## src/sv/dpvu_sqrt.sv

```systemverilog
// Pipelined floor square root, one root bit per register stage.
`timescale 1ns / 1ps
`default_nettype none

module dpvu_sqrt #(
   parameter int IW = 66,
   parameter int RW = 34
) (
   input  logic          clock,
   input  logic          en,
   input  logic [IW-1:0] rad,
   output logic [RW-1:0] root
);

   localparam int XW = 2 * RW;
   localparam int MW = RW + 4;

   logic [XW-1:0]   x_ff    [RW];
   logic [RW+1:0]   rem_ff  [RW];
   logic [RW-1:0]   root_ff [RW];
   logic [XW-1:0]   x_in    [RW];
   logic [RW+1:0]   rem_in  [RW];
   logic [RW-1:0]   root_in [RW];

   always_comb begin
      logic [XW-1:0] xp;
      logic [RW+1:0] rp;
      logic [RW-1:0] qp;
      logic [MW-1:0] rem_sh;
      logic [MW-1:0] trial;
      logic          ge;
      for (int i = 0; i < RW; i++) begin
         if (i == 0) begin
            xp = XW'(rad);
            rp = '0;
            qp = '0;
         end else begin
            xp = x_ff[i-1];
            rp = rem_ff[i-1];
            qp = root_ff[i-1];
         end
         rem_sh     = {rp, xp[XW-1 -: 2]};
         trial      = MW'({qp, 2'b01});
         ge         = (rem_sh >= trial);
         rem_in[i]  = ge ? (RW+2)'(rem_sh - trial) : (RW+2)'(rem_sh);
         x_in[i]    = xp << 2;
         root_in[i] = {qp[RW-2:0], ge};
      end
   end

   always_ff @(posedge clock) begin
      if (en) begin
         x_ff    <= x_in;
         rem_ff  <= rem_in;
         root_ff <= root_in;
      end
   end

   assign root = root_ff[RW-1];

endmodule

`default_nettype wire

```

## config.mk

```make
export PLATFORM = sky130hd
export DESIGN_NAME = dpvu_sqrt
export DESIGN_NICKNAME = d
export VERILOG_FILES = /design/src/sv/dpvu_sqrt.sv
export SDC_FILE = /design/constraint.sdc
export NUM_CORES = 2
export LEC_CHECK = 0
export BUFFER_PORTS_ARGS = -buffer_cell sky130_fd_sc_hd__clkbuf_2
export CAP_MARGIN = 20
export CORE_ASPECT_RATIO = 2
export CORE_MARGIN = 2
export CORE_UTILIZATION = 54
export CTS_BUF_LIST = sky130_fd_sc_hd__clkbuf_16
export DETAILED_ROUTE_END_ITERATION = 10
export PLACE_DENSITY = 0.7
export REMOVE_ABC_BUFFERS = 1
export SLEW_MARGIN = 20
export SYNTH_ARGS = -nofsm -noshare
export SYNTH_HDL_FRONTEND = slang
export SYNTH_SLANG_ARGS = --single-unit
```

## constraint.sdc

```tcl
create_clock -name clock -period 4.29 [get_ports clock]
set_input_delay 0.2145 -clock clock [delete_from_list [all_inputs] [get_ports clock]]
set_output_delay 0.2145 -clock clock [all_outputs]
set_load 0.02 [all_outputs]
```

; Yosys cells after proc, flatten, opt, wreduce, memory -nomap -nowiden
; Index checks and enable logic that the tools add are counted.
[op_classes]
muxes = 32
magnitude_cmp = 33
addsub = 32
[op_table]
columns = cell, n
row1 = $mux 36, 31
row2 = $ge 38x10->1, 1
row3 = $ge 38x11->1, 1
row4 = $ge 38x12->1, 1
row5 = $ge 38x13->1, 1
row6 = $ge 38x14->1, 1
row7 = $ge 38x15->1, 1
row8 = $ge 38x16->1, 1
row9 = $ge 38x17->1, 1
row10 = $ge 38x18->1, 1
row11 = $ge 38x19->1, 1
row12 = $ge 38x20->1, 1
row13 = $ge 38x21->1, 1
row14 = $ge 38x22->1, 1
row15 = $ge 38x23->1, 1
row16 = $ge 38x24->1, 1
row17 = $ge 38x25->1, 1
row18 = $ge 38x26->1, 1
row19 = $ge 38x27->1, 1
row20 = $ge 38x28->1, 1
row21 = $ge 38x29->1, 1
row22 = $ge 38x3->1, 1
row23 = $ge 38x30->1, 1
row24 = $ge 38x31->1, 1
row25 = other kinds (43), 43
[word_totals]
inputBits = 68
word_cells = 196
ff_bits = 2802
output_inout_bits = 34

; Depth between registers and ports, before layout
[logic_depth]
ltp_word = 2
mapped_depth = 16
ltp_nobuf = 14

; Worst setup path before layout
; Ideal clock, no wire load.
[synth_timing]
path_type = register -> register
from = register rem_ff[886] (netlist bit)
to = register rem_ff[851] (netlist bit) (data pin)
period_less_slack_ns = 3.585
path_slack_ns = 0.705
stages_incl_launch_ff = 11
arrival_ns = 3.324
setup_time_ns = 0.260
path_buffers = 1
required_time_ns = 4.030
cell_sequence = edfxtp_1 or4_1 or3_1 or4_1 or3_1 or4_1 or2_1 nor4bb_1 and2_1 buf_6 xor2_1
[synth_lines]
columns = element, line_no
row1 = from (decl), 19  ; logic [RW+1:0] rem_ff [RW];
row2 = from (signal assigned), 54  ; rem_ff <= rem_in;

==> impl_metrics.ini <==
[route]
wire_per_inst_um = 23.8
vias_per_cell = 5.81
dr.pass1.iters = 6
num_vias = 79700
drc = 0
route.antenna.remaining_nets = 0
drt-total-wl_um = 327000
first_iter_violations = 4952

[floorplanning]
die_width_um = 349
die_h_um = 694
row_count = 253
start_util_pct = 54.3
dieArea_um2 = 242000
io_pins = 102
fp.coreArea_um2 = 237000

[placement]
gp_congestion = 0.982
post-place-cells = 13200
hpwl_um = 244000
dpl-instance-area_um2 = 135000
io_buffers = 100

[worst_setup_path]
worst_setup_path_start_kind = flip-flop
cp-end-kind = flip-flop
worstPathRequired_ns = 4.96
path_class = flip-flop to flip-flop
crit_path_max_fanout = 5
critPathArrivalTime_ns = 4.93

[clock_tree]
clk_root_buffer_cell = clkbuf_16
cts_sinks = 2782
cts_buffers = 239
clk_path_buf_depth = 4
cts.htree.levels = 4
cts_tree = built
clk_pin_slew_ns = 0.07
clock_latency_ns = 0.95

[yosys]
ys.flop_type = edfxtp_1
synth.distinct_cells = 88
ys_warn_count = 0
synth_edf_count = 2782
async_flop_share_pct = 0
yosysMostFrequentCell = edfxtp_1
synth_area_leaders = edfxtp_1, ha_1, xnor2_1
ys_seq_elements = 2782
syn-cell-area_um2 = 129000
synth_top_area_share_pct = 64.9
synth_common_cells = edfxtp_1, inv_1, nand2_1
yosysSeqAreaShare_pct = 64.9
synth_top_cell_by_area = edfxtp_1
syn_avg_cell_area_um2 = 13.0
synthCells = 9930

[sta]
final-setup-viol-count = 0
tightestPinTransition_ns = 1.15
slew-limit-headroom_pct = 22.5
slew_viol_final = 0
finalCriticalPeriod_ns = 4.26
hold_ws_ns = 0.0682
fin_crit_sh_pct = 99.2
final.setup_skew_ns = 0.0856
hold_viol_final = 0
rsz0062_at_grt = false
fmax_mhz = 235

[pwr]
power_switching_mw = 22.4
p_comb_share_pct = 21.8
clkPwrFrac_pct = 29.4
seq_power_share_pct = 48.8
leakage_nw = 55.2
swShare_pct = 29.7
ir_drop_uv = 543
finalPower_mw = 75.4
powerDensity_nw_per_um2 = 524
p_int_mw = 53.0

[job]
cap_violations = 0

[final_layout]
seq_area_um2 = 83500
fin_util_pct = 60.7
fillers = 18200
drive_above_1_share_pct = 8.45
nNetsFinal = 11100
multi_input_area_um2 = 41600
area_delta_synth_final_pct = 11.9
final_area_um2 = 144000
instances_no_fill = 13700

[global_route]
grt_max_degree = 141
grt_pass1_vias = 82800
grt_overflow_total = 0
grt_antenna_before_repair = 12
grt.total_usage_pct = 26.8
grt_pass1_wl_um = 484000

[hold_path]
hold_path_class = primary input to flip-flop

[status]
outcome = completed
## worst max-delay path, stage by stage (launching register included)
cell,delay (ns)
edfxtp_1,0.54
inv_1,0.08
ha_1,0.57
o21ai_0,0.49
a21oi_1,0.30
o2111a_1,0.28
o21ai_0,0.11
buf_4,0.18
a31oi_1,0.37
o21ai_0,0.14
buf_4,0.17
a211oi_1,0.38
or3_1,0.20
nor3_1,0.05
a21o_1,0.17
## kinds of logic after synthesis
group	count (synthesis)	synth area share, %
buf+inv	954	2.89
mux	82	0.710
simple gates	2661	10.1
fa+ha+maj	597	5.81
compound gates	1935	9.27
flops	2782	64.9
other cells	1	0.00291
xor+xnor	918	6.25
## power groups by stage
stage	Sequential (mW)	Clock (mW)	Combinational [mW]
final	36.8	22.2	16.4
after global routing	37.0	23.5	17.9
after CTS	36.7	22.6	16.3
after detailed placement	37.2	0	16.1
after global placement	37.2	0	15.8
after floorplan	36.0	0	10.5
## sequential cells by signal, summed over array words and instances, names as in the netlist
| signal | count |
|---|---|
| x_ff | 1122 |
| root | 33 |
| rem_ff | 1099 |
| root_ff | 528 |
## timing repair
action | in CTS | in global routing
endpoints found under the setup margin | 0 | 6
resized for setup | 0 | 4
endpoints found under the hold margin | 157 | 0
setup buffers | 0 | 0
hold buffers | 130 | 0
## worst paths after layout
path | start | to | slack [ns] | depth (start not counted)
setup / recovery | root_ff[105] | rem_ff[105] | 0.03 | 14
hold / removal | rad[28] | x_ff[2274] | 0.07 | 2
setup reg to reg | root_ff[105] | rem_ff[105] | 0.03 | 14
hold reg to reg | x_ff[2014] | x_ff[1948] | 0.36 | 0
## stage by stage
stage                     setup WS, ns  TNS (ns)
final                           0.0342         0
after global routing            0.0132         0
after CTS                       0.0171         0
after detailed placement        0.0764         0
after global placement          0.0541         0
after floorplan                  -1.39    -97.99
## cell usage in the layout, fill, tap and decap left out, types with 244 or more instances in the layout
cell	n
nor3_1	264
xnor2_1	467
a21oi_1	598
a21o_1	244
xor2_1	451
nand2_1	698
edfxtp_1	2782
nor2_1	644
o21ai_0	531
inv_1	773
ha_1	597
## final cells by class
cell class                 count  area share, %
sequential                  2782           58.0
multi-input combinational   6196           28.9
clock buffer                 239           4.16
timing repair buffer         499           2.99
tap                         3060           2.66
inverter                     745           1.94
clock inverter               192           1.33
antenna                        8         0.0139
## layer usage
layer	wire (µm)	up-vias	share of wire, %	track usage (%)
li1	-	37700	-	-
met1	92300	38900	28	21.0
met2	187000	2008	57	54.1
met3	10500	1150	3.2	3.38
met4	36800	8	11	25.2
met5	52	-	0.016	0
Note: power is estimated with default switching activity, not from simulation.
