File: config.mk
export PLATFORM = sky130hd
export DESIGN_NAME = dpvu_delay
export DESIGN_NICKNAME = d
export VERILOG_FILES = /design/src/sv/dpvu_delay.sv
export SDC_FILE = /design/constraint.sdc
export NUM_CORES = 1
export LEC_CHECK = 0
export BUFFER_PORTS_ARGS = -buffer_cell sky130_fd_sc_hd__buf_2
export CAP_MARGIN = 20
export CORE_ASPECT_RATIO = 0.5
export CORE_MARGIN = 2
export CORE_UTILIZATION = 35
export DETAILED_ROUTE_END_ITERATION = 6
export PLACE_DENSITY = 0.72
export SYNTH_ARGS = -nofsm -noshare
export SYNTH_HDL_FRONTEND = slang
export SYNTH_SLANG_ARGS = --single-unit
File: constraint.sdc
create_clock -name clock -period 0.8 [get_ports clock]
set_input_delay 0.12 -clock clock [delete_from_list [all_inputs] [get_ports clock]]
set_output_delay 0.12 -clock clock [all_outputs]
set_load 0.01 [all_outputs]
File: src/sv/dpvu_delay.sv
// Enabled shift line that aligns a word with the pipelined arithmetic units.
`timescale 1ns / 1ps
`default_nettype none

module dpvu_delay #(
   parameter int W = 32,
   parameter int N = 1
) (
   input  logic         clock,
   input  logic         en,
   input  logic [W-1:0] din,
   output logic [W-1:0] dout
);

   logic [W-1:0] tap_ff [N];

   always_ff @(posedge clock) begin
      if (en) begin
         tap_ff[0] <= din;
         for (int i = 1; i < N; i++) begin
            tap_ff[i] <= tap_ff[i-1];
         end
      end
   end

   assign dout = tap_ff[N-1];

endmodule

`default_nettype wire

# Yosys cells after proc, flatten, opt, wreduce, memory -nomap -nowiden
# Memory sizes are Yosys's and may differ from the RTL's.
# Index checks and enable logic that the tools add are counted.
# totals
word_cells	3
out_inout_bits	32
mem_bits_rw	32
input_bits	34
register_bits	0
mem_count	1
# classes
muxes	2
# mem_list
memory	words	word_bits	read_ports	rd_ports_with_merged_regs	write_ports	line_no	text
tap_ff	1	32	1	0	1	15	logic [W-1:0] tap_ff [N];
# op_table
operator	count
$mux W1	2

# Longest topological paths before layout
# Gate-level depths: netlist of run 1.
# depth
ltp_word	2
mapped_depth	0
depth_no_buf	0

# Least setup slack after synthesis of run 1
# No wires, ideal clock.
# synth_path
kind	register to output
startpoint	memory tap_ff[0][0]
endpoint	output dout[0]
setup_slack_ns	0.286
path_stages_with_launch	1
n_path_buf	0
t_arrival_ns	0.394
path_cell_list	edfxtp_1
# synth_between
elab_chain_len	1
# synth_rtl
element	line_no	text
start: declaration	15	
$mem_v2 Z1 W32	n/a	
end: declaration	12	output logic [W-1:0] dout
# Every way passes these cells.

# Worst setup path in the final report of run 1
# layout_path
startpoint	memory tap_ff[0][4]
endpoint	output dout[4]
# The elaborated chain is that of the path after synthesis.

==> results.tsv, run 1 <==
metric	value	unit
worstPathArrival	810	ps
reg_top3	tap_ff: 32 flops	
dpl_cell_area	1370	sq um
p_leak	0.637	nW
fin_ws	-126	ps
cts_setup_buffers	0	
final_cell_area	1470	sq um
grt_pass1_wl	2.42	mm
hp-class	in -> reg	
path_cells	buf_2	
cts_buffer_depth	2	
cts_resized	0	
cts_tree	yes	
status	finished with violations	
synthDistinctLibCells	1	
rows	13	
violations	setup timing	
yosysTopAreaCell	edfxtp_1	
crit_path_end_kind	output port	
core-area	2600	sq um
synth_top_cells_by_area	edfxtp_1 (100%)	
peakVddDrop	1180	uV
ios	66	
clkSinkCount	32	
critPathLaunchType	flip-flop	
multi_input_area	0	sq um
grt_pass1_vias	519	
clk_pin_slew	60	ps
maxCapViolCount	0	
slew_viol_final	0	
cts_buffers	5	
via_per_inst	3.85	
place_inst	136	
routed_wl	1.79	mm
nNetsFinal	141	
syn_nets	66	
worstPathMaxFanout	1	
syn_inst	32	
largest_reg_flops	32	
finalPower	3.46	mW
initial_core_util	0.369	
netlist.area_leader.share	1.00	
dieArea	3210	sq um
crit_buf_inv	1	
wl_per_cell	12.4	microns
diodes	0	
overflow	0	
max_freq	1080	MHz
drtAntennaViolNets	0	
yosysWarnings	0	
areaGrowthSynthToFinish	52.5	%
min_period_over_period	1.16	
drt_iter0_markers	12	
antenna_found_initial	0	
n_fill_cell	216	
cts_max_level	2	
path_class	reg -> out	
ys_ff_latch	32	
drive_gt1_frac	0.685	
grt_max_degree	22	
period_minus_slack	926	ps
fp.dieW	78.1	microns
synth-seq-area-share	1.00	
finalNonFillerCells	145	
drc_errors	0	
multi_input_cells	0	
setup-violations-final	32	
netlist_area	961	sq um
slowest_stage	edfxtp_1	
root_buffer	clkbuf_8	
hold_viol	0	
critPathTopFamily	flip-flops	
first_pass_iters	3	
avgSynthCellArea	30.0	sq um
rsz0062_at_grt	true	
worst_slew_pin_slew	118	ps
regMostFlops	tap_ff	
critPathRequiredTime	680	ps
cpPeakStageDelay	380	ps
via_count	558	
gp_congestion	0.682	
max-slew-margin-rel	0.921	
grt.total_usage	0.119	
fp.dieH	41.1	microns
port_buffers	65	
powerDensity	2360	nW/um^2
## cell usage in the layout, fill, tap and decap left out
| cell | synthesis | routed |
|---|---|---|
| buf_2 | 0 | 65 |
| edfxtp_1 | 32 | 32 |
| clkbuf_8 | 0 | 5 |
| clkinv_2 | 0 | 2 |
| buf_12 | 0 | 2 |
| clkinv_1 | 0 | 1 |
| dlygate4sd3_1 | 0 | 1 |
## logic make-up after synthesis
| family | count (synthesis) | synth area share |
|---|---|---|
| DFF | 32 | 1.00 |
## synthesized netlist by cell type
library cell and number:
edfxtp_1 32
## power by group
| part | total, mW | internal, mW | switching (mW) |
|---|---|---|---|
| clock network | 1.11 | 0.588 | 0.524 |
| registers | 2.02 | 1.99 | 0.0289 |
| logic | 0.328 | 0.161 | 0.168 |
| total | 3.46 | 2.74 | 0.721 |
## what timing repair did
item / CTS / global route
hold buffers: 0 / 1
pin swaps: 0 / 0
setup endpoints to repair: 32 / 32
hold endpoints to repair: 0 / 1
## per-stage QoR
| step | hold WS [ps] | setup TNS [ps] | util | setup slack [ps] |
|---|---|---|---|---|
| 2_1_floorplan | 219 | 0 | - | 286 |
| 3_3_place_gp | 298 | 0 | 0.527 | 66.7 |
| 3_5_place_dp | 298 | 0 | 0.527 | 59.8 |
| 4_1_cts | 13.7 | -3320 | 0.559 | -134 |
| 5_1_grt | 0.0964 | -4430 | 0.563 | -167 |
| 6_report | 16.1 | -2990 | 0.563 | -126 |
## worst paths after layout
path | startpoint | to | slack (ps) | cells past startpoint
setup / recovery | tap_ff[0][4] | dout[4] | -130 | 1
hold / removal | din[30] | tap_ff[0][30] | 20 | 1
## area by class of cell
type                  count  area [sq um]  share of cell area
clock buffer              5          68.8              0.0470
clock inverter            3          13.8             0.00939
sequential               32           961               0.656
tap                      37          46.3              0.0316
timing repair buffer     68           375               0.256
## metal layers
metal	vias up	wire length, microns	track usage
li1	279	-	-
met5	-	0	0
met3	2	136	0.0881
met4	0	19	0.0658
met1	257	590	0.115
met2	20	1050	0.198
No activity file was read; power rests on OpenSTA's default activity.
==> run 2, diff against run 1 <==
--- a/config.mk
+++ b/config.mk
@@ -17 +17,2 @@
 export SYNTH_SLANG_ARGS = --single-unit
+export TNS_END_PERCENT = 30
==> constraint.sdc (replaced) <==
create_clock -name clock -period 0.8 [get_ports clock]
set_input_delay 0.16 -clock clock [delete_from_list [all_inputs] [get_ports clock]]
set_output_delay 0.16 -clock clock [all_outputs]
set_load 0.01 [all_outputs]
==> run 2 against run 1 <==
Against the previous run: the flow still finishes with violations (setup timing); via count shrank 0.72%; die area is the same; design area shrank 0.68%; largest cell class unchanged.
==> results.tsv, run 2 (same netlist as run 1, synthesis figures left out) <==
metric	value	unit	change
path_cells	buf_2		
final_cell_area	1460	sq um	-0.68%
cts_buffers	5		unchanged
cts_resized	0		unchanged
violations	setup timing		
initial_core_util	0.369		unchanged
hp-class	in -> reg		
port_buffers	65		unchanged
cts_setup_buffers	0		unchanged
largest_reg_flops	32		unchanged
fp.dieH	41.1	microns	unchanged
slowest_stage	edfxtp_1		
max-slew-margin-rel	0.921		about the same
via_per_inst	3.85		about the same
hold_viol	0		unchanged
finalPower	3.46	mW	-0.14%
critPathRequiredTime	640	ps	-40 ps
final_cell_mix	buf_2 (65), edfxtp_1 (32), clkbuf_8 (5)		
holdWs	56.1	ps	+40.0 ps
regMostFlops	tap_ff		
setup_tns	-4270	ps	-1280 ps
cts_buffer_depth	2		unchanged
hold_buffers	0		unchanged
drtAntennaViolNets	0		unchanged
n_fill_cell	217		+0.46%
maxCapViolCount	0		unchanged
worstPathMaxFanout	1		unchanged
max_freq	1030	MHz	-4.1%
antenna_found_initial	0		unchanged
path_class	reg -> out		
period_minus_slack	966	ps	+40.0 ps
drt_iter0_markers	12		unchanged
grt.total_usage	0.119		unchanged
clkSinkCount	32		unchanged
worstPathArrival	810	ps	about the same
powerDensity	2380	nW/um^2	+0.55%
root_buffer	clkbuf_8		
cts_max_level	2		unchanged
gp_congestion	0.682		unchanged
drive_gt1_frac	0.692		+0.00640
grt_pass1_vias	519		unchanged
p_leak	0.633	nW	-0.66%
grt_max_degree	22		unchanged
pre_cts_slack	19.8	ps	-40.0 ps
via_count	554		-0.72%
crit_buf_inv	1		unchanged
wl_per_cell	12.4	microns	+0.13%
min_period_over_period	1.21		+0.0500
fin_ws	-166	ps	-40.0 ps
reg_top3	tap_ff: 32 flops		
rows	13		unchanged
multi_input_cells	0		unchanged
overflow	0		unchanged
dpl_cell_area	1370	sq um	unchanged
core-area	2600	sq um	unchanged
place_inst	136		unchanged
setup-violations-final	32		unchanged
critPathTopFamily	flip-flops		
nNetsFinal	140		-0.71%
layout_commonest_cell	buf_2		
diodes	0		unchanged
worst_slew_pin_slew	118	ps	-0.414 ps
cpPeakStageDelay	380	ps	about the same
slew_viol_final	0		unchanged
areaGrowthSynthToFinish	51.4	%	
fp.dieW	78.1	microns	unchanged
dieArea	3210	sq um	unchanged
finalNonFillerCells	144		-0.69%
ios	66		unchanged
grt_pass1_wl	2.42	mm	unchanged
drc_errors	0		unchanged
critPathLaunchType	flip-flop		
crit_path_end_kind	output port		
clk_pin_slew	60	ps	about the same
rsz0062_at_grt	true		
status	finished with violations		
first_pass_iters	3		unchanged
fin_util	0.559		-0.00385
peakVddDrop	1180	uV	about the same
multi_input_area	0	sq um	unchanged
cts_tree	yes		
routed_wl	1.78	mm	-0.56%
[run 2: changes by cell type in the layout (fill, tap and decap cells not counted)]
cell / delta
dlygate4sd3_1: -1
[run 2: metal layers]
metal  global-route usage  wire length [microns]  vias up
li1                     -                      -      277
met1                0.115                    584      255
met5                    0                      0        -
met3               0.0881                    136        2
met2                0.198                   1040       20
met4               0.0658                     19        0
[run 2: report_power, final]
| part | total, mW | leakage (nW) | internal [mW] | switching, mW |
|---|---|---|---|---|
| registers | 2.02 | 0.313 | 1.99 | 0.0289 |
| logic | 0.324 | 0.275 | 0.158 | 0.167 |
| clock network | 1.11 | 0.0453 | 0.588 | 0.523 |
| total | 3.46 | 0.633 | 2.74 | 0.719 |
[run 2: worst paths after layout]
path / from / to / slack (ps) / depth (start not counted)
worst min-delay path: din[30] / tap_ff[0][30] / 60 / 1
worst max-delay path: tap_ff[0][4] / dout[4] / -170 / 1
[run 2: final cells by class]
type / instances / area, sq um / share of cell area
Clock buffer: 5 / 68.8 / 0.0473
Timing Repair Buffer: 67 / 365 / 0.251
Sequential cell: 32 / 961 / 0.660
Tap cell: 37 / 46.3 / 0.0318
Clock inverter: 3 / 13.8 / 0.00946
[run 2: timing repair]
item / CTS / global route
endpoints found under the setup margin: 32 / 32
cloned: 0 / 0
hold endpoints to repair: 0 / 0
